`src/hdl/lhd_pkg.sv`:
```
package lhd_pkg;

	localparam int COUNT_WIDTH = 32;
	localparam int OUT_WIDTH   = 32;
	localparam int LETTER_W    = 5;
	localparam int ALPHA       = 'h7a - 'h61 + 1;
	localparam int PAIR_DEPTH  = ALPHA * ALPHA;
	localparam int PAIR_AW     = $clog2(PAIR_DEPTH);
	localparam int Q_DEPTH     = 4;
	localparam int OUT_DEPTH   = 4;

	localparam logic [1:0] CMD_COUNT     = 2'd0;
	localparam logic [1:0] CMD_RD_LETTER = 2'd1;
	localparam logic [1:0] CMD_RD_PAIR   = 2'd2;

	localparam logic [7:0] CH_UP_A = 8'h41;
	localparam logic [7:0] CH_UP_Z = 8'h5a;
	localparam logic [7:0] CH_LO_A = 8'h61;
	localparam logic [7:0] CH_LO_Z = 8'h7a;

	typedef enum logic [1:0] {
		OP_BUMP      = 2'd0,
		OP_RD_LETTER = 2'd1,
		OP_RD_PAIR   = 2'd2
	} op_kind_t;

	typedef struct packed {
		op_kind_t             kind;
		logic [LETTER_W-1:0]  letter;
		logic [PAIR_AW-1:0]   pair_addr;
		logic                 live;
	} op_t;

	typedef struct packed {
		logic                           clearing;
		logic                           valid_s1;
		logic [$clog2(OUT_DEPTH+1)-1:0] out_count;
	} back_stat_t;

	function automatic logic [COUNT_WIDTH-1:0] sat_inc(input logic [COUNT_WIDTH-1:0] v);
		return (&v) ? v : v + COUNT_WIDTH'(1);
	endfunction

	function automatic logic [OUT_WIDTH-1:0] clip_out(input logic [COUNT_WIDTH-1:0] v);
		logic [63:0] w;
		w = 64'(v);
		return (|w[63:OUT_WIDTH]) ? '1 : w[OUT_WIDTH-1:0];
	endfunction

endpackage

```
`src/hdl/lhd_queue.sv`:
```
module lhd_queue (
	input  logic          clk,
	input  logic          arst_n,
	input  logic          push,
	input  lhd_pkg::op_t  din,
	input  logic          pop,
	output lhd_pkg::op_t  dout,
	output logic          full,
	output logic          empty
);

	localparam int AW = $clog2(lhd_pkg::Q_DEPTH);
	localparam int CW = $clog2(lhd_pkg::Q_DEPTH + 1);

	lhd_pkg::op_t  mem_q [lhd_pkg::Q_DEPTH];
	logic [AW-1:0] wp_q;
	logic [AW-1:0] rp_q;
	logic [CW-1:0] cnt_q;
	logic          do_push;
	logic          do_pop;

	always_comb begin
		full    = 32'(cnt_q) == lhd_pkg::Q_DEPTH;
		empty   = cnt_q == '0;
		dout    = mem_q[rp_q];
		do_push = push && !full;
		do_pop  = pop && !empty;
	end

	always_ff @(posedge clk) begin
		if (do_push) begin
			mem_q[wp_q] <= din;
		end
	end

	always_ff @(posedge clk or negedge arst_n) begin
		if (!arst_n) begin
			wp_q  <= '0;
			rp_q  <= '0;
			cnt_q <= '0;
		end else begin
			if (do_push) begin
				wp_q <= wp_q + AW'(1);
			end
			if (do_pop) begin
				rp_q <= rp_q + AW'(1);
			end
			cnt_q <= cnt_q + CW'(do_push) - CW'(do_pop);
		end
	end

endmodule

```
`config.mk`:
```
export PLATFORM = sky130hd
export DESIGN_NAME = lhd_queue
export DESIGN_NICKNAME = d
export VERILOG_FILES = /design/src/hdl/lhd_pkg.sv /design/src/hdl/lhd_queue.sv
export SDC_FILE = /design/constraint.sdc
export NUM_CORES = 1
export LEC_CHECK = 0
export BUFFER_PORTS_ARGS = -buffer_cell sky130_fd_sc_hd__buf_2
export CORE_MARGIN = 5
export CORE_UTILIZATION = 50
export DETAILED_ROUTE_END_ITERATION = 12
export HOLD_SLACK_MARGIN = 0.02
export PLACE_DENSITY = 0.73
export SYNTH_ARGS = -nofsm -noshare
export SYNTH_HDL_FRONTEND = slang
export SYNTH_SLANG_ARGS = --single-unit
```
`constraint.sdc`:
```
create_clock -name clk -period 5.1 [get_ports clk]
set_clock_uncertainty 0.1 [all_clocks]
set_input_delay 1.02 -clock clk [delete_from_list [all_inputs] [get_ports clk]]
set_output_delay 1.02 -clock clk [all_outputs]
set_load 0.02 [all_outputs]
```
# After elaboration in Yosys (flattened, before gate mapping)
# Memories as Yosys holds them, arrays and structs flattened.
# Index checks and enable logic that the tools add are counted.
# Widths: inputs -> output; s select.
[totals]
register_bits = 7
latchBits = 0
ram_bits = 72
mem_bits_ro = 0
in_bits = 22
word_cells = 16
memories = 1
[mem_list]
columns = ["memory", "words", "word_bits", "rd", "rd_ports_with_merged_regs", "write_ports", "line_no", "text"]
rows = [
  ["mem_q", 4, 18, 1, 0, 1, "lhd_queue.sv:15", "lhd_pkg::op_t mem_q [lhd_pkg::Q_DEPTH];"],
]
[classes]
n_addsub = 4
n_mul = 0
div_mod_pow = 0
n_lt_le_gt_ge = 0
eq_ne = 1
shifts = 0
muxes = 2
bitwise = 0
reduce_logical = 5
[ops]
columns = ["cell", "n"]
rows = [
  ["$add 2x1->2 const B", 2],
  ["$add 3x1->3", 1],
  ["$eq 3x3->1 const B", 1],
  ["$logic_not 3->1", 1],
  ["$sub 3x1->3", 1],
  ["$logic_and 1x1->1", 2],
  ["$logic_not 1->1", 2],
  ["$mux 1", 2],
]

# Depth between registers and ports, before layout
[logic_depth]
word_depth = 5
ltp_mapped = 8
depth_no_buf = 8

# Least setup slack after synthesis
# Ideal clock, no wire load.
[synth_path]
kind = "input-to-reg"
startpoint = "input pop"
endpoint = "register cnt_q[2]"
arrival_time_ns = 2.274
t_required_ns = 4.877
setup_slack_ns = 2.603
stages = 8
path_buffers = 0
cell_sequence = "o31ai_1 -> inv_1 -> ha_1 -> inv_1 -> ha_1 -> fa_1 -> xnor2_1 -> xnor2_1"
[synth_between]
elab_chain_len = 2
[synth_rtl]
columns = ["element", "line_no", "text"]
rows = [
  ["start, declared", "lhd_queue.sv:6", "input logic pop,"],
  ["$logic_and 1x1->1", "lhd_queue.sv:27", "do_pop = pop && !empty;"],
  ["named net do_pop", "lhd_queue.sv:20", "logic do_pop;"],
  ["$sub 3x1->3", "lhd_queue.sv:48", "cnt_q <= cnt_q + CW'(do_push) - CW'(do_pop);"],
  ["end signal, assigned", "lhd_queue.sv:48", ""],
  ["end, declared", "lhd_queue.sv:18", "logic [CW-1:0] cnt_q;"],
]
# The timed path passes the listed nets, and every way through them passes these cells.
# A chain may end at the register's enable or synchronous reset.

==> run_results.csv <==
group,metric,value,unit
synthesis,synth_area,3070,um2
sta,worst_slack,1.85,ns
sta,min_period_over_period,63.7,%
clock_network,cts_tree,"built",
grt,antenna_found_initial,0,
setup_path,start_kind,"flip-flop",
sta,finalMaxSlewViolations,0,
floorplan,io-pin-count,42,
synthesis,yosys.area.top_type,"edfxtp_1",
detailed_routing,drt_iter0_markers,66,
clock_network,clkSinkCount,79,
floorplan,die_x,88.4,um
setup_path,critPathCaptureType,"primary output",
setup_path,crit_fanout,11,
flow_run,maxCapViolCount,0,
synthesis,synth_area_per_cell,22.8,um2
sta,setup_viol,0,
clock_network,cts.path.max_buffers,2,
floorplan,start_util,51.6,%
floorplan,rows,28,
detailed_routing,drc,0,
clock_network,post_cts_resized,0,
setup_path,critPathKind,"reg2out",
sta,min_period,3.25,ns
setup_path,rr_worst_depth,8,
floorplan,die_h,88.4,um
detailed_routing,via_count,1443,
final_layout,final_layout_size_suffix_gt1_share,38.8,%
floorplan,die_area,7810,um2
clock_network,path_clk_slew,0.07,ns
synthesis,synth_top_area_share,70.4,%
synthesis,synthCells,135,
pwr,p_per_area,571,nW/um2
placement,port-buffer-count,41,
detailed_routing,drtAntennaViolNets,0,
placement,hpwlAfterDp,3410,um
run_status,status,"finished clean",
sta,tightestPinTransition,0.940,ns
clock_network,root_buffer,"clkbuf_8",
synthesis,async_flop_share,8.86,%
clock_network,cts_hold_buffers,0,
pwr,leakage,1.25,nW
synthesis,seq_area_frac_synth,76.1,%
synthesis,synth.ff_latch_count,79,
final_layout,syn2layout_area_growth,13.8,%
synthesis,synthTopCellsByArea,"edfxtp_1 (70%), mux4_2 (13%), dfrtp_1 (5.7%)",
placement,pre_cts_slack,2.16,ns
synthesis,synth_nets,164,
pwr,ir_drop,292,uV
detailed_routing,wirelength,5090,um
synthesis,yosysWarnings,0,
setup_path,rrSetupSlack,2.73,ns
sta,rsz0062_at_grt,"no",
sta,fmax,308,MHz
synthesis,synth.most_common_cell,"edfxtp_1",
clock_network,clk_latency,0.33,ns
synthesis,synth_edf_count,72,
synthesis,synth_commonest_cells,"edfxtp_1 (72), mux4_2 (18), dfrtp_1 (7), ha_1 (6), inv_1 (6)",
sta,tns,0,ns
synthesis,synth_flop_cell,"edfxtp_1",
detailed_routing,drtPass1Iterations,4,
floorplan,core_area,5960,um2
setup_path,worstPathRequired,3.98,ns
grt,track_usage,14.7,%
grt,grt_overflow_total,0,
setup_path,crit_arrival,2.13,ns
detailed_routing,avgViaCountPerCell,5.49,
grt,grt_start_max_net_pins,20,
synthesis,synth_cell_type_count,19,
sta,hold_viol,0,
clock_network,numCtsBuffers,9,
sta,relSlewSlack,37.4,%
final_layout,antenna_cells,0,
placement,gp_congestion,0.698,
final_layout,fin_nets,213,
grt,grt_pass1_wl,8120,um
grt,grt_pass1_vias,1660,
clock_network,htreeDepth,3,
clock_network,cts_setup_buffers,0,
detailed_routing,routedWlPerCell,19.3,um
worst_hold_path,hold_class,"in2async",
## through the flow
stage	instance area [um2]	hold slack, ns	instances	util, %	total power, mW
2_1_floorplan	3070	0.443	135	-	1.46
3_3_place_gp	3340	0.465	248	56.1	1.62
3_5_place_dp	3340	0.497	248	56.1	1.66
4_1_cts	3500	0.396	263	58.7	2.03
5_1_grt	3500	0.393	263	58.7	2.12
6_report	3500	0.415	263	58.7	2.00
## layer usage
| layer | wire length (um) | track usage [%] | up-vias |
|---|---|---|---|
| li1 | - | - | 652 |
| met2 | 2700 | 26.2 | 35 |
| met1 | 2070 | 16.2 | 745 |
| met5 | 0 | 0 | - |
| met3 | 203 | 3.17 | 11 |
| met4 | 110 | 7.83 | 0 |
## power breakdown
part,switching [mW],internal [mW]
combinational,0.348,0.299
clock,0.200,0.170
sequential,0.117,0.864
## layout make-up
type / instances / area [um2]
tap: 75 / 93.8
fill: 446 / 2460
clock buffer: 10 / 128
multi-input combinational: 46 / 677
sequential: 79 / 2340
inverter: 6 / 22.5
clock inverter: 5 / 26.3
timing repair buffer: 42 / 213
## critical path: stages, from the launching register on
cell and delay, ns:
dfrtp_1 0.72, buf_4 0.36, mux4_2 0.53, buf_2 0.17
## cell usage in the layout (no fill, tap or decap), drive strengths merged, types with 5 or more instances in the layout
| cell | n |
|---|---|
| edfxtp | 72 |
| ha | 6 |
| mux4 | 18 |
| clkinv | 5 |
| inv | 6 |
| dfrtp | 7 |
| clkbuf | 10 |
| buf | 42 |
## kinds of logic after synthesis
| logic type | share of synthesized area (%) |
|---|---|
| muxes | 13.2 |
| and+or+nand+nor | 3.58 |
| DFF | 76.1 |
| xor gates and xnor gates | 1.14 |
| adders and majority gates | 3.10 |
| buffers and inverters | 1.87 |
| AOI/OAI and AO/OA | 1.02 |
## final timing paths
| kind | start | end |
|---|---|---|
| min | arst_n | cnt_q[2] |
| max | rp_q[0] | dout[15] |
| min reg2reg | wp_q[1] | wp_q[1] |
| max in group asynchronous | arst_n | rp_q[0] |
| max reg2reg | cnt_q[1] | cnt_q[2] |
| min in group clk | wp_q[1] | wp_q[1] |
## registers in the layout, summed over array words and instances (netlist names)
name   cells
mem_q     72
cnt_q      3
rp_q       2
wp_q       2
Power figures use the tool's default switching activity.
