--- src/hdl/lhd_pkg.sv ---
package lhd_pkg;

	localparam int COUNT_WIDTH = 32;
	localparam int OUT_WIDTH   = 32;
	localparam int LETTER_W    = 5;
	localparam int ALPHA       = 'h7a - 'h61 + 1;
	localparam int PAIR_DEPTH  = ALPHA * ALPHA;
	localparam int PAIR_AW     = $clog2(PAIR_DEPTH);
	localparam int Q_DEPTH     = 4;
	localparam int OUT_DEPTH   = 4;

	localparam logic [1:0] CMD_COUNT     = 2'd0;
	localparam logic [1:0] CMD_RD_LETTER = 2'd1;
	localparam logic [1:0] CMD_RD_PAIR   = 2'd2;

	localparam logic [7:0] CH_UP_A = 8'h41;
	localparam logic [7:0] CH_UP_Z = 8'h5a;
	localparam logic [7:0] CH_LO_A = 8'h61;
	localparam logic [7:0] CH_LO_Z = 8'h7a;

	typedef enum logic [1:0] {
		OP_BUMP      = 2'd0,
		OP_RD_LETTER = 2'd1,
		OP_RD_PAIR   = 2'd2
	} op_kind_t;

	typedef struct packed {
		op_kind_t             kind;
		logic [LETTER_W-1:0]  letter;
		logic [PAIR_AW-1:0]   pair_addr;
		logic                 live;
	} op_t;

	typedef struct packed {
		logic                           clearing;
		logic                           valid_s1;
		logic [$clog2(OUT_DEPTH+1)-1:0] out_count;
	} back_stat_t;

	function automatic logic [COUNT_WIDTH-1:0] sat_inc(input logic [COUNT_WIDTH-1:0] v);
		return (&v) ? v : v + COUNT_WIDTH'(1);
	endfunction

	function automatic logic [OUT_WIDTH-1:0] clip_out(input logic [COUNT_WIDTH-1:0] v);
		logic [63:0] w;
		w = 64'(v);
		return (|w[63:OUT_WIDTH]) ? '1 : w[OUT_WIDTH-1:0];
	endfunction

endpackage

--- src/hdl/lhd_front.sv ---
module lhd_front (
	input  logic              clk,
	input  logic              arst_n,
	input  logic              push,
	input  logic [1:0]        cmd,
	input  logic [7:0]        data_byte,
	input  logic [4:0]        first_letter,
	input  logic [4:0]        second_letter,
	input  logic              block,
	output logic              full,
	output logic              q_push,
	output lhd_pkg::op_t      q_op
);

	logic                             accept;
	logic                             is_up;
	logic                             is_lo;
	logic                             is_letter;
	logic [lhd_pkg::LETTER_W-1:0]     idx;
	logic                             op_valid;
	logic [lhd_pkg::LETTER_W-1:0]     last_q;
	logic                             seen_q;

	always_comb begin
		full      = block;
		accept    = push && !block;
		is_up     = (data_byte >= lhd_pkg::CH_UP_A) && (data_byte <= lhd_pkg::CH_UP_Z);
		is_lo     = (data_byte >= lhd_pkg::CH_LO_A) && (data_byte <= lhd_pkg::CH_LO_Z);
		is_letter = is_up || is_lo;
		idx       = is_up ? lhd_pkg::LETTER_W'(data_byte - lhd_pkg::CH_UP_A)
		                  : lhd_pkg::LETTER_W'(data_byte - lhd_pkg::CH_LO_A);
		q_op      = '0;
		op_valid  = 1'b0;
		unique case (cmd)
			lhd_pkg::CMD_COUNT: begin
				op_valid       = is_letter;
				q_op.kind      = lhd_pkg::OP_BUMP;
				q_op.letter    = idx;
				q_op.pair_addr = lhd_pkg::PAIR_AW'(lhd_pkg::PAIR_AW'(last_q) *
				                 lhd_pkg::PAIR_AW'(lhd_pkg::ALPHA) + lhd_pkg::PAIR_AW'(idx));
				q_op.live      = seen_q;
			end
			lhd_pkg::CMD_RD_LETTER: begin
				op_valid    = 1'b1;
				q_op.kind   = lhd_pkg::OP_RD_LETTER;
				q_op.letter = first_letter;
				q_op.live   = 32'(first_letter) < lhd_pkg::ALPHA;
			end
			lhd_pkg::CMD_RD_PAIR: begin
				op_valid       = 1'b1;
				q_op.kind      = lhd_pkg::OP_RD_PAIR;
				q_op.pair_addr = lhd_pkg::PAIR_AW'(lhd_pkg::PAIR_AW'(first_letter) *
				                 lhd_pkg::PAIR_AW'(lhd_pkg::ALPHA) +
				                 lhd_pkg::PAIR_AW'(second_letter));
				q_op.live      = (32'(first_letter) < lhd_pkg::ALPHA) &&
				                 (32'(second_letter) < lhd_pkg::ALPHA);
			end
			default: begin
				op_valid = 1'b0;
			end
		endcase
		q_push = accept && op_valid;
	end

	always_ff @(posedge clk or negedge arst_n) begin
		if (!arst_n) begin
			last_q <= '0;
			seen_q <= 1'b0;
		end else if (accept && (cmd == lhd_pkg::CMD_COUNT) && is_letter) begin
			last_q <= idx;
			seen_q <= 1'b1;
		end
	end

endmodule

--- config.mk ---
export PLATFORM = sky130hd
export DESIGN_NAME = lhd_front
export DESIGN_NICKNAME = d
export VERILOG_FILES = /design/src/hdl/lhd_pkg.sv /design/src/hdl/lhd_front.sv
export SDC_FILE = /design/constraint.sdc
export NUM_CORES = 1
export LEC_CHECK = 0
export BUFFER_PORTS_ARGS = -buffer_cell sky130_fd_sc_hd__buf_2
export CORE_MARGIN = 3
export CORE_UTILIZATION = 41
export DETAILED_ROUTE_END_ITERATION = 10
export GPL_TIMING_DRIVEN = 0
export PLACE_DENSITY = 0.67
export SYNTH_ARGS = -nofsm -noshare
export SYNTH_HDL_FRONTEND = slang
export SYNTH_SLANG_ARGS = --single-unit
--- constraint.sdc ---
create_clock -name clk -period 3.9 [get_ports clk]
set_input_delay 0.78 -clock clk [delete_from_list [all_inputs] [get_ports clk]]
set_output_delay 0.78 -clock clk [all_outputs]
set_load 0.01 [all_outputs]
After elaboration in Yosys (flattened, before gate mapping)
Cells that the tools add are included.
{"block": "totals", "ff_bits": 6, "in_bits": 24, "output_inout_bits": 20, "elab_cells": 33}
{"block": "classes", "n_addsub": 4, "multipliers": 2, "magnitude_cmp": 6, "n_eq_ne": 2, "n_mux": 6, "n_reduce_logical": 11}
{"op": "adder 10 x 5 -> 10 bit", "n": 2}
{"op": "one-hot mux 10 bit (2 select lines)", "n": 1}
{"op": "multiplier 5 x 4 -> 9 bit, second input constant", "n": 2}
{"op": ">= comparator 8 x 7 -> 1 bit, second input constant", "n": 2}
{"op": "less-or-equal comparator 8 x 7 -> 1 bit, second input constant", "n": 2}
{"op": "< comparator 5 bit, second input constant", "n": 2}
{"op": "one-hot mux 5 bit (2 select lines)", "n": 1}
{"op": "subtractor 5 x 1 -> 5 bit, second input constant", "n": 2}
{"op": "logical AND 1 bit", "n": 7}
{"op": "two-way mux 5 bit", "n": 1}
{"op": "one-hot mux 2 bit (2 select lines)", "n": 1}
{"op": "one-hot mux 1 bit (3 select lines)", "n": 1}
{"op": "== test 2 x 1 -> 1 bit, second input constant", "n": 1}
{"op": "== test 2 bit, second input constant", "n": 1}
{"op": "logical NOT 2 bit", "n": 1}
{"op": "one-hot mux 1 bit (2 select lines)", "n": 1}
{"op": "OR reduction 2 bit", "n": 1}
{"op": "logical NOT 1 bit", "n": 1}
{"op": "logical OR 1 bit", "n": 1}

Depth between registers and ports, before layout
Gate-level depths: netlist (run 1).
{"block": "depth", "depth_word": 5, "mapped_depth": 12, "mapped_depth_nobuf": 12}

Least setup slack after synthesis (run 1)
No wires, ideal clock.
{"block": "synth_path", "kind": "in2out", "startpoint": "input first_letter[1]", "endpoint": "output q_op[10] (netlist name)", "t_arrival_ps": 3160, "required_ps": 3120, "slack_ps": -40, "cell_stages": 10, "n_path_buf": 0, "cell_sequence": "inv_1 ha_1 fa_1 fa_1 a21o_1 a21oi_1 xor2_1 nor4_1 xnor3_1 a22o_1"}
{"item": "start, declared", "line_no": "lhd_front.sv:7", "source": "input logic [4:0] first_letter,"}
{"item": "end, declared", "line_no": "lhd_front.sv:12", "source": "output lhd_pkg::op_t q_op"}

==> out/results.ini, run 1 <==
[run_status]
status = finished with violations
violations = setup timing

[floorplan]
rows = 22
core-area_um2 = 3771
floorplan.die_area_um2 = 4843
start_util = 0.4396
io-pin-count = 44
die-height_um = 69.59
die_width_um = 69.59

[clock_network]
tritoncts = built
insertion_delay_ps = 210
htreeDepth = 1
worst_setup_hold_path_clk_slew_ps = 30
clockBufferDepth = 2
cts_buffers = 3
clock_tree.root_cell = clkbuf_8
cts_num_sinks = 6

[yosys]
largest_family_of_logic_cells_by_synthesized_area = adder cells
synth_area_um2 = 1658
ys.warnings.count = 0
ys_seq_area_frac = 0.09057
postSynthNetCount = 263
synth-compound-area-share = 0.1653
share_of_synthesized_area_spent_on_multiplexers = 0.03321
synth_simple_gate_area_frac = 0.1253
xor_xnor_portion_of_the_synthesized_cell_area = 0.1275
synthesis.instances = 189
yosys-top-cells-area = ha_1 (33%), dfrtp_1 (9.1%), fa_1 (7.2%)
post_synth_num_cell_types = 34
post-synth-top-area-cell = ha_1
syn-mean-instance-area_um2 = 8.772
adder_and_majority_gate_portion_of_the_synthesized_area = 0.4045
post-synth-top-area-fraction = 0.3321
synth_seq_cells = 6

[worst_setup_path]
cpMaxStageDelayCell = fa_1
cp_max_fo = 5
endpoint_kind = output pin
worst-setup-path-type = in2out
setup.worst_path.start_class = primary input
worst_path_largest_cell_delay_ps = 490
timing.critical_path.required_ps = 3120
sequence_of_cells_on_the_critical_path = buf_8, inv_4, ha_4, fa_1, ha_1, a211oi_2, nor2_1, a21o_1, a21oi_2, xnor3_1, a22o_1, buf_2
critical_path.top_delay_family = adder cells
critical_path_arrival_ps = 3230
timing.critical_path.buf_inv = 3

[timing]
worst_pin_slew_ps = 397.9
fmax_mhz = 249.5
finalWorstSetupSlack_ps = -108.5
timing.slew.headroom = 0.7347
post-route-min-period_ps = 4008
final-max-slew-violation-count = 0
finalHoldViolCount = 0
clock_skew_ps = 0
final_min_period_over_clock_period = 1.028
fin_setup_tns_ps = -108.5
setup_violations = 1
grt_setup_unrepaired = yes

[global_routing]
number_of_antenna_violations_at_the_first_check_in_global_routing = 0
global_route.overflow_total = 0
vias_in_the_first_global_route = 1387
pin_count_of_the_biggest_net_entering_global_routing = 11
overall_track_demand_over_capacity_in_global_routing = 0.1449
grt_first_pass_wirelength_mm = 5.906

[detailed_routing]
drc = 0
final_antenna_net_count = 0
routed_wirelength_mm = 3.626
drt_pass_1_iters = 4
drt-vias-per-instance = 5.067
drtIter0Drc = 17
post_drt_wl_per_cell_um = 12.72
detailroute.via_count = 1444

[layout]
num-nets-final = 313
flow.area_growth_from_synthesis_pct = 31.02
diodes = 0
final_common_cell = buf_2
mostFrequentLayoutCells = buf_2 (43), ha_1 (39), nand2_1 (17)
final.fill_count = 344
drive_above_1_share = 0.3333

[power_and_ir_drop]
leakagePower_nw = 1.177
pwr_density_cell_nw_per_um2 = 408.8
ir_worst_vdd_mv = 0.1524

[placement]
gp_congestion = 0.7657
io_buffers = 43
placement.setup.worst_slack_ps = -412.4
place_hpwl_mm = 3.037

[hold_path]
hold_path.class = in2async

[job]
maxCapViolations = 0

-- through the flow --
stage	power, W	instances	utilization	hold WS, ps	area [µm²]
after floorplan	0.0005819	189	-	439.9	1664
after global placement	0.0007132	280	0.5143	499.4	1939
after detailed placement	0.0007245	280	0.5143	499.2	1939
after CTS	0.0008370	285	0.5451	374.9	2056
after global routing	0.0009858	285	0.5760	379.6	2172
final	0.0008879	285	0.5760	375.1	2172
-- layer usage --
metal  vias up  track usage  share of wire
met4         0      0.02603         0.0028
li1        757            -              -
met3         2      0.02754          0.054
met5         -            0              0
met2        37       0.2309           0.44
met1       648       0.2046           0.50
-- cell families after synthesis --
group                      after synthesis
DFF                                      6
and+or+nand+nor                         44
muxes                                    5
buffers and inverters                   22
xor gates and xnor gates                21
adders and majority gates               50
AOI/OAI and AO/OA                       41
-- cells in the mapped netlist --
master    count
nor4b_1       1
ha_1         44
a211oi_1      3
a21oi_1       8
xnor2_1       7
or2_2         1
nand3b_1      2
nor3_1        3
clkbuf_1      1
nor3b_1       1
xor2_1       12
buf_4         1
nand2_1      17
o21ai_0      11
inv_1        18
a21o_1        7
nor4_1        2
xnor3_1       2
a22o_1        6
mux2_1        4
buf_2         2
a21oi_2       2
a31oi_1       1
a211oi_2      1
nor2_1       12
mux2i_1       1
dfrtp_1       6
and2_1        1
nand2b_1      2
and3b_1       1
nor2_2        1
o31ai_1       1
o211ai_1      1
fa_1          6
-- registers in the layout, summed over array words and instances, names as in the netlist --
name    cells
seen_q      1
last_q      5
-- worst paths after layout --
check / cells past startpoint / to / slack, ps / from
max: 12 / q_op[10] / -110 / first_letter[2]
min: 1 / last_q[4] / 380 / arst_n
max reg2reg: 1 / last_q[3] / 3040 / last_q[3]
min reg2reg: 1 / seen_q / 500 / seen_q
max in group asynchronous: 1 / last_q[2] / 3390 / arst_n
min in group clk: 1 / seen_q / 500 / seen_q
-- where the power goes --
part            total, W  leakage, nW  switching (W)  internal [W]
clock network  0.0000883       0.0216      0.0000224     0.0000659
registers      0.0000931       0.0738      0.0000174     0.0000757
logic           0.000707         1.08       0.000373      0.000334
total           0.000888         1.18       0.000412      0.000476
-- area by class of cell --
| type | instances | area, µm² | area share |
|---|---|---|---|
| sequential | 6 | 150.1 | 0.06912 |
| clock buffer | 3 | 41.29 | 0.01901 |
| buffer | 4 | 21.27 | 0.009793 |
| timing repair buffer | 45 | 255.2 | 0.1175 |
| multi-input combinational | 161 | 1572 | 0.7235 |
| tap | 48 | 60.06 | 0.02765 |
| inverter | 18 | 72.57 | 0.03341 |
-- repair_timing --
action | in CTS | in global routing
resized for setup | 13 | 20
pin swaps | 6 | 3
setup endpoints to repair | 4 | 4
gates cloned | 0 | 0
hold buffers | 0 | 0
setup buffers | 2 | 1
Power figures use the tool's default switching activity.
==> inputs of run 2 (changes only) <==
--- a/config.mk
+++ b/config.mk
@@ -5,12 +5,14 @@
 export SDC_FILE = /design/constraint.sdc
 export NUM_CORES = 1
 export LEC_CHECK = 0
+export ABC_AREA = 1
 export BUFFER_PORTS_ARGS = -buffer_cell sky130_fd_sc_hd__buf_2
 export CORE_MARGIN = 3
 export CORE_UTILIZATION = 41
+export CTS_BUF_LIST = sky130_fd_sc_hd__clkbuf_8
 export DETAILED_ROUTE_END_ITERATION = 10
 export GPL_TIMING_DRIVEN = 0
-export PLACE_DENSITY = 0.67
+export PLACE_DENSITY = 0.66
 export SYNTH_ARGS = -nofsm -noshare
 export SYNTH_HDL_FRONTEND = slang
 export SYNTH_SLANG_ARGS = --single-unit
==> run 2 against run 1 <==
Effect of this change:
- the flow now finishes without violations
- synthesized cell count increased by 55%
- sequential power fell by 5.2%
- clock skew unchanged
- via count up 37%
- largest power group unchanged
==> out/results.ini, run 2 <==
[yosys]
syn-mean-instance-area_um2 = 6.529  ; -26%
synthesis.instances = 293  ; +55%
synth_area_um2 = 1913  ; +15%
synth_seq_cells = 6  ; unchanged
post-synth-top-area-fraction = 0.2878  ; -0.04431
largest_family_of_logic_cells_by_synthesized_area = adder cells
postSynthNetCount = 367  ; +40%
async_reset_ff_frac = 1.000  ; unchanged
xor_xnor_portion_of_the_synthesized_cell_area = 0.04055  ; -0.08700
synth-edff-count = 0  ; unchanged
post-synth-top-count-cell = nand2_1
synth_flop_cell = dfrtp_1
share_of_synthesized_area_spent_on_multiplexers = 0  ; -0.03321
synth-compound-area-share = 0.1105  ; -0.05475
post-synth-top-area-cell = ha_1
ys_seq_area_frac = 0.07848  ; -0.01208
synth_commonest_cells = nand2_1 (80), inv_1 (51), ha_1 (44)
adder_and_majority_gate_portion_of_the_synthesized_area = 0.3506  ; -0.05397
yosys-top-cells-area = ha_1 (29%), nand2_1 (16%), inv_1 (10%)
post_synth_num_cell_types = 28  ; -18%
ys.warnings.count = 0  ; unchanged
synth_simple_gate_area_frac = 0.3022  ; +0.1769

[detailed_routing]
final_antenna_net_count = 0  ; unchanged
drt_pass_1_iters = 4  ; unchanged
detailroute.via_count = 1981  ; +37%
post_drt_wl_per_cell_um = 11.24  ; -12%
drt-vias-per-instance = 4.953  ; -2.3%
drtIter0Drc = 132  ; +115
routed_wirelength_mm = 4.495  ; +24%
drc = 0  ; unchanged

[floorplan]
core-area_um2 = 4444  ; +18%
floorplan.die_area_um2 = 5522  ; +14%
rows = 24  ; +9.1%
die-height_um = 74.31  ; +6.8%
start_util = 0.4305  ; -0.009153
io-pin-count = 44  ; unchanged
die_width_um = 74.31  ; +6.8%

[timing]
worst_pin_slew_ps = 410.2  ; +12.31 ps
setup_violations = 0  ; -1
post-route-min-period_ps = 3825  ; -183.3 ps
final_min_period_over_clock_period = 0.9808  ; -0.04701
timing.slew.headroom = 0.7246  ; -0.01017
fmax_mhz = 261.4  ; +4.8%
hold_slack_ps = 368.2  ; -6.900 ps
grt_setup_unrepaired = yes
clock_skew_ps = 0  ; unchanged
final-max-slew-violation-count = 0  ; unchanged
finalHoldViolCount = 0  ; unchanged

[global_routing]
overall_track_demand_over_capacity_in_global_routing = 0.1660  ; +0.02105
global_route.overflow_total = 0  ; unchanged
grt_first_pass_wirelength_mm = 7.396  ; +25%
pin_count_of_the_biggest_net_entering_global_routing = 11  ; unchanged
number_of_antenna_violations_at_the_first_check_in_global_routing = 0  ; unchanged
vias_in_the_first_global_route = 1685  ; +21%

[worst_setup_path]
setup.worst_path.start_class = primary input
cp_max_fo = 4  ; -1
ff2ff_setup_slack_ps = 3160  ; +120 ps
critical_path_arrival_ps = 3050  ; -180 ps
path_common_cell = nand2_1
sequence_of_cells_on_the_critical_path = buf_12, inv_8, ha_4, fa_1, fa_1, nand2_2, nor3_4, nor2_2, nor2_2, nand2_1, nand2_1, nand3_1, nand2_1, buf_2
worst_path_largest_cell_delay_ps = 550  ; +60 ps
timing.critical_path.required_ps = 3120  ; about the same
endpoint_kind = output pin
cpMaxStageDelayCell = fa_1
worst-setup-path-type = in2out

[placement]
io_buffers = 43  ; unchanged
place_hpwl_mm = 3.802  ; +25%
gp_congestion = 0.8319  ; +8.6%

[hold_path]
hold_path.class = in2async

[job]
maxCapViolations = 0  ; unchanged

[layout]
max_reg_flops = 5  ; unchanged
flow.area_growth_from_synthesis_pct = 27.53
drive_above_1_share = 0.2328  ; -0.1006
mostFrequentLayoutCells = nand2_1 (79), inv_1 (49), buf_2 (41)
final_common_cell = nand2_1
registers.top_by_ff_count = last_q
final.fill_count = 444  ; +29%
reg.largest.list = last_q (5), seen_q (1)
num-nets-final = 424  ; +35%
diodes = 0  ; unchanged

[clock_network]
cts_num_sinks = 6  ; unchanged
htreeDepth = 1  ; unchanged
insertion_delay_ps = 220  ; about the same
clockBufferDepth = 2  ; unchanged
cts_buffers = 3  ; unchanged
worst_setup_hold_path_clk_slew_ps = 40  ; about the same
tritoncts = built
clock_tree.root_cell = clkbuf_8

[power_and_ir_drop]
ir_worst_vdd_mv = 0.2829  ; +86%
post-layout-total-power_w = 0.0008190  ; -7.8%
leakagePower_nw = 1.418  ; +21%
pwr_density_cell_nw_per_um2 = 335.7  ; -18%

[run_status]
status = finished, final reports clean

[run 2: cell types whose count changed in the layout (fill, tap and decap cells not counted), moves of 4 or more]
cell and delta:
inv_1 +34, a22o_1 -5, xor2_1 -6, nand3_1 +30, nand4_1 +5, o22ai_1 +6
mux2_1 -4, a21o_1 -7, nand2_1 +62, buf_4 +8, o21ai_0 +4
[run 2: final cells by class]
class	count	area, µm²	area share
buffer	4	30.03	0.01231
inverter	52	205.2	0.08410
tap	52	65.06	0.02667
sequential	6	150.1	0.06154
timing repair buffer	52	304.0	0.1246
clock buffer	3	41.29	0.01692
multi-input combinational	231	1644	0.6738
[run 2: logic make-up after synthesis]
group / after synthesis
DFF: 6
and+or+nand+nor: 135
buffers and inverters: 56
adders and majority gates: 50
xor gates and xnor gates: 8
AOI/OAI and AO/OA: 38
[run 2: repair_timing]
item,CTS,global route
gates resized for setup,8,23
endpoints found under the setup margin,4,5
endpoints found under the hold margin,0,0
hold buffers,0,0
buffers inserted,3,6
pin swaps,6,15
[run 2: power by group]
group          switching (W)  internal (W)  total [W]  leakage, nW
Sequential         0.0000157     0.0000726  0.0000883       0.0742
Combinational       0.000365      0.000273   0.000638         1.32
Clock              0.0000262     0.0000663  0.0000924       0.0216
[run 2: routing by layer]
layer	part of all wire	vias up	global-route usage
met5	0	-	0
met4	0.0042	0	0.01186
met3	0.061	2	0.03108
met2	0.44	58	0.2648
met1	0.50	853	0.2441
li1	-	1068	-
[run 2: critical path, delay by kind of cell]
kind | cells | cell delay (ps)
fa+ha+maj | 3 | 1240
simple gates | 8 | 730
buf+inv | 3 | 290
[run 2: path summary, 6_finish.rpt]
check | from | cells past startpoint | to
worst min register to register | seen_q | 2 | seen_q
min in group clk | seen_q | 2 | seen_q
worst min-delay path | arst_n | 1 | last_q[4]
worst max register to register | last_q[3] | 2 | last_q[3]
worst max-delay path | first_letter[1] | 14 | q_op[9]
max in group asynchronous | arst_n | 1 | seen_q
[run 2: metrics by stage]
step,std cells,setup TNS (ps),worst slack [ps],utilization,area [µm²]
3_5_place_dp,388,-473.2,-274.7,0.4935,2193
5_1_grt,400,-85.45,-57.13,0.5490,2440
4_1_cts,394,0,1.335,0.5115,2273
3_3_place_gp,388,-413.1,-209.4,0.4935,2193
6_report,400,0,74.86,0.5490,2440
2_1_floorplan,293,0,212.7,-,1913
==> inputs of run 3 (changes only) <==
--- a/config.mk
+++ b/config.mk
@@ -7,12 +7,14 @@
 export LEC_CHECK = 0
 export ABC_AREA = 1
 export BUFFER_PORTS_ARGS = -buffer_cell sky130_fd_sc_hd__buf_2
+export CAP_MARGIN = 20
 export CORE_MARGIN = 3
 export CORE_UTILIZATION = 41
 export CTS_BUF_LIST = sky130_fd_sc_hd__clkbuf_8
+export CTS_CLUSTER_SIZE = 10
 export DETAILED_ROUTE_END_ITERATION = 10
 export GPL_TIMING_DRIVEN = 0
-export PLACE_DENSITY = 0.66
+export PLACE_DENSITY = 0.73
 export SYNTH_ARGS = -nofsm -noshare
 export SYNTH_HDL_FRONTEND = slang
 export SYNTH_SLANG_ARGS = --single-unit
==> run 3 against run 2 <==
Effect of this change:
- clock skew is the same
- via count grew 2.0%
- core utilization shrank 0.17 points
- worst hold slack gained 12 ps
- flip-flop and latch count is the same
- largest power group unchanged
==> out/results.ini, run 3 (synthesis results as in run 2) <==
[layout]
mostFrequentLayoutCells = nand2_1 (79), inv_1 (48), buf_2 (41)
max_reg_flops = 5  ; unchanged
num-nets-final = 423  ; -0.24%
finish.utilization = 0.5473  ; -0.001689
drive_above_1_share = 0.2363  ; +0.003553
multi_input_comb_area_um2 = 1640  ; -0.23%
final.fill_count = 452  ; +1.8%
stdcell_area_um2 = 2432  ; -0.31%
reg.largest.list = last_q (5), seen_q (1)
registers.top_by_ff_count = last_q
area.sequential_um2 = 150.1  ; unchanged
diodes = 0  ; unchanged
final_common_cell = nand2_1
flow.area_growth_from_synthesis_pct = 27.14

[timing]
final-max-slew-violation-count = 0  ; unchanged
grt_setup_unrepaired = yes
fin_setup_tns_ps = 0  ; unchanged
timing.slew.headroom = 0.6547  ; -0.06990
final_min_period_over_clock_period = 0.9692  ; -0.01162
clock_skew_ps = 0  ; unchanged
fmax_mhz = 264.6  ; +1.2%
finalHoldViolCount = 0  ; unchanged
finalWorstSetupSlack_ps = 120.2  ; +45.33 ps
setup_violations = 0  ; unchanged
post-route-min-period_ps = 3780  ; -45.33 ps
worst_pin_slew_ps = 514.3  ; +104.1 ps

[detailed_routing]
routed_wirelength_mm = 4.633  ; +3.1%
detailroute.via_count = 2020  ; +2.0%
post_drt_wl_per_cell_um = 11.61  ; +3.3%
drt-vias-per-instance = 5.063  ; +2.2%
final_antenna_net_count = 0  ; unchanged
drtIter0Drc = 66  ; -50%
drc = 0  ; unchanged
drt_pass_1_iters = 4  ; unchanged

[worst_setup_path]
setup.worst_path.start_class = primary input
worst-r2r-cell-count = 2  ; unchanged
timing.critical_path.required_ps = 3120  ; about the same
worst-setup-path-type = in2out
endpoint_kind = output pin
critical_path.reg2reg.startpoint = last_q[1]
cp_max_fo = 4  ; unchanged
reg2reg_to = last_q[1]
ff2ff_setup_slack_ps = 3180  ; +20 ps
critical_path_arrival_ps = 3000  ; -50 ps

[floorplan]
die_width_um = 74.31  ; unchanged
die-height_um = 74.31  ; unchanged
io-pin-count = 44  ; unchanged
rows = 24  ; unchanged
start_util = 0.4305  ; unchanged
floorplan.die_area_um2 = 5522  ; unchanged
core-area_um2 = 4444  ; unchanged

[placement]
gp_congestion = 0.9080  ; +9.1%
io_buffers = 43  ; unchanged
placed_area_um2 = 2193  ; unchanged
place_hpwl_mm = 3.925  ; +3.2%
placement.setup.worst_slack_ps = -232.7  ; +42.05 ps

[global_routing]
number_of_antenna_violations_at_the_first_check_in_global_routing = 0  ; unchanged
vias_in_the_first_global_route = 1959  ; +16%
grt_first_pass_wirelength_mm = 8.204  ; +11%
overall_track_demand_over_capacity_in_global_routing = 0.1799  ; +0.01392
global_route.overflow_total = 0  ; unchanged
pin_count_of_the_biggest_net_entering_global_routing = 11  ; unchanged

[job]
maxCapViolations = 0  ; unchanged

[power_and_ir_drop]
ir_worst_vdd_mv = 0.1608  ; -43%
leakagePower_nw = 1.404  ; -1.0%
post-layout-total-power_w = 0.0008044  ; -1.8%
pwr_density_cell_nw_per_um2 = 330.7  ; -1.5%

[clock_network]
htreeDepth = 1  ; unchanged
insertion_delay_ps = 210  ; about the same
cts_buffers = 3  ; unchanged
clock_tree.root_cell = clkbuf_8
clockBufferDepth = 2  ; unchanged
tritoncts = built
cts_num_sinks = 6  ; unchanged
worst_setup_hold_path_clk_slew_ps = 30  ; about the same

[hold_path]
hold_path.class = in2async

[run_status]
status = finished, final reports clean

==> run 3: what timing repair did <==
| item | 4_1_cts | 5_1_grt |
|---|---|---|
| buffers inserted | 1 | 7 |
| pin swaps | 8 | 13 |
| hold buffers | 0 | 0 |
| endpoints found under the setup margin | 4 | 5 |
| resized for setup | 10 | 22 |
==> run 3: area by class of cell <==
class,instances,area share
Multi-Input combinational cell,231,0.6744
Timing Repair Buffer,51,0.1235
Inverter,52,0.08436
Sequential cell,6,0.06173
Tap cell,52,0.02675
Clock buffer,3,0.01698
Buffer,4,0.01235
==> run 3: worst max-delay path by stage <==
stage	from	to	slack, ps	cells past startpoint
2_1_floorplan	first_letter[1]	q_op[9]	210	12
3_5_place_dp	first_letter[1]	q_op[9]	-230	14
3_3_place_gp	first_letter[1]	q_op[9]	-220	14
6_report	first_letter[1]	q_op[9]	120	16
5_1_grt	first_letter[1]	q_op[9]	-40	16
4_1_cts	first_letter[2]	q_op[9]	20	16
==> run 3: where the power goes <==
part           switching [W]  internal (W)  leakage [nW]
registers          0.0000154     0.0000726        0.0742
clock network      0.0000224     0.0000659        0.0216
logic               0.000363      0.000265          1.31
==> run 3: routing by layer <==
layer,GRT usage,up-vias,wire length (µm)
li1,-,1064,-
met2,0.3110,48,2140
met5,0,-,0
met3,0.01757,2,250
met1,0.2523,906,2224
met4,0.01779,0,18
==> run 3: through the flow <==
step,std cells,hold WS [ps]
6_report,399,379.8
5_1_grt,399,382.1
4_1_cts,392,380.9
3_5_place_dp,388,465.4
3_3_place_gp,388,463.4
2_1_floorplan,293,421.4
==> run 3: critical path, cell delays in order <==
cell,delay (ps)
buf_12,110
inv_8,50
ha_4,190
fa_1,510
fa_1,560
nand2_2,90
inv_2,50
nand2_1,40
nand2_1,70
nor2_2,50
nor2_2,120
nand2_1,60
nand2_1,60
nand3_1,60
nand2_1,70
buf_2,120
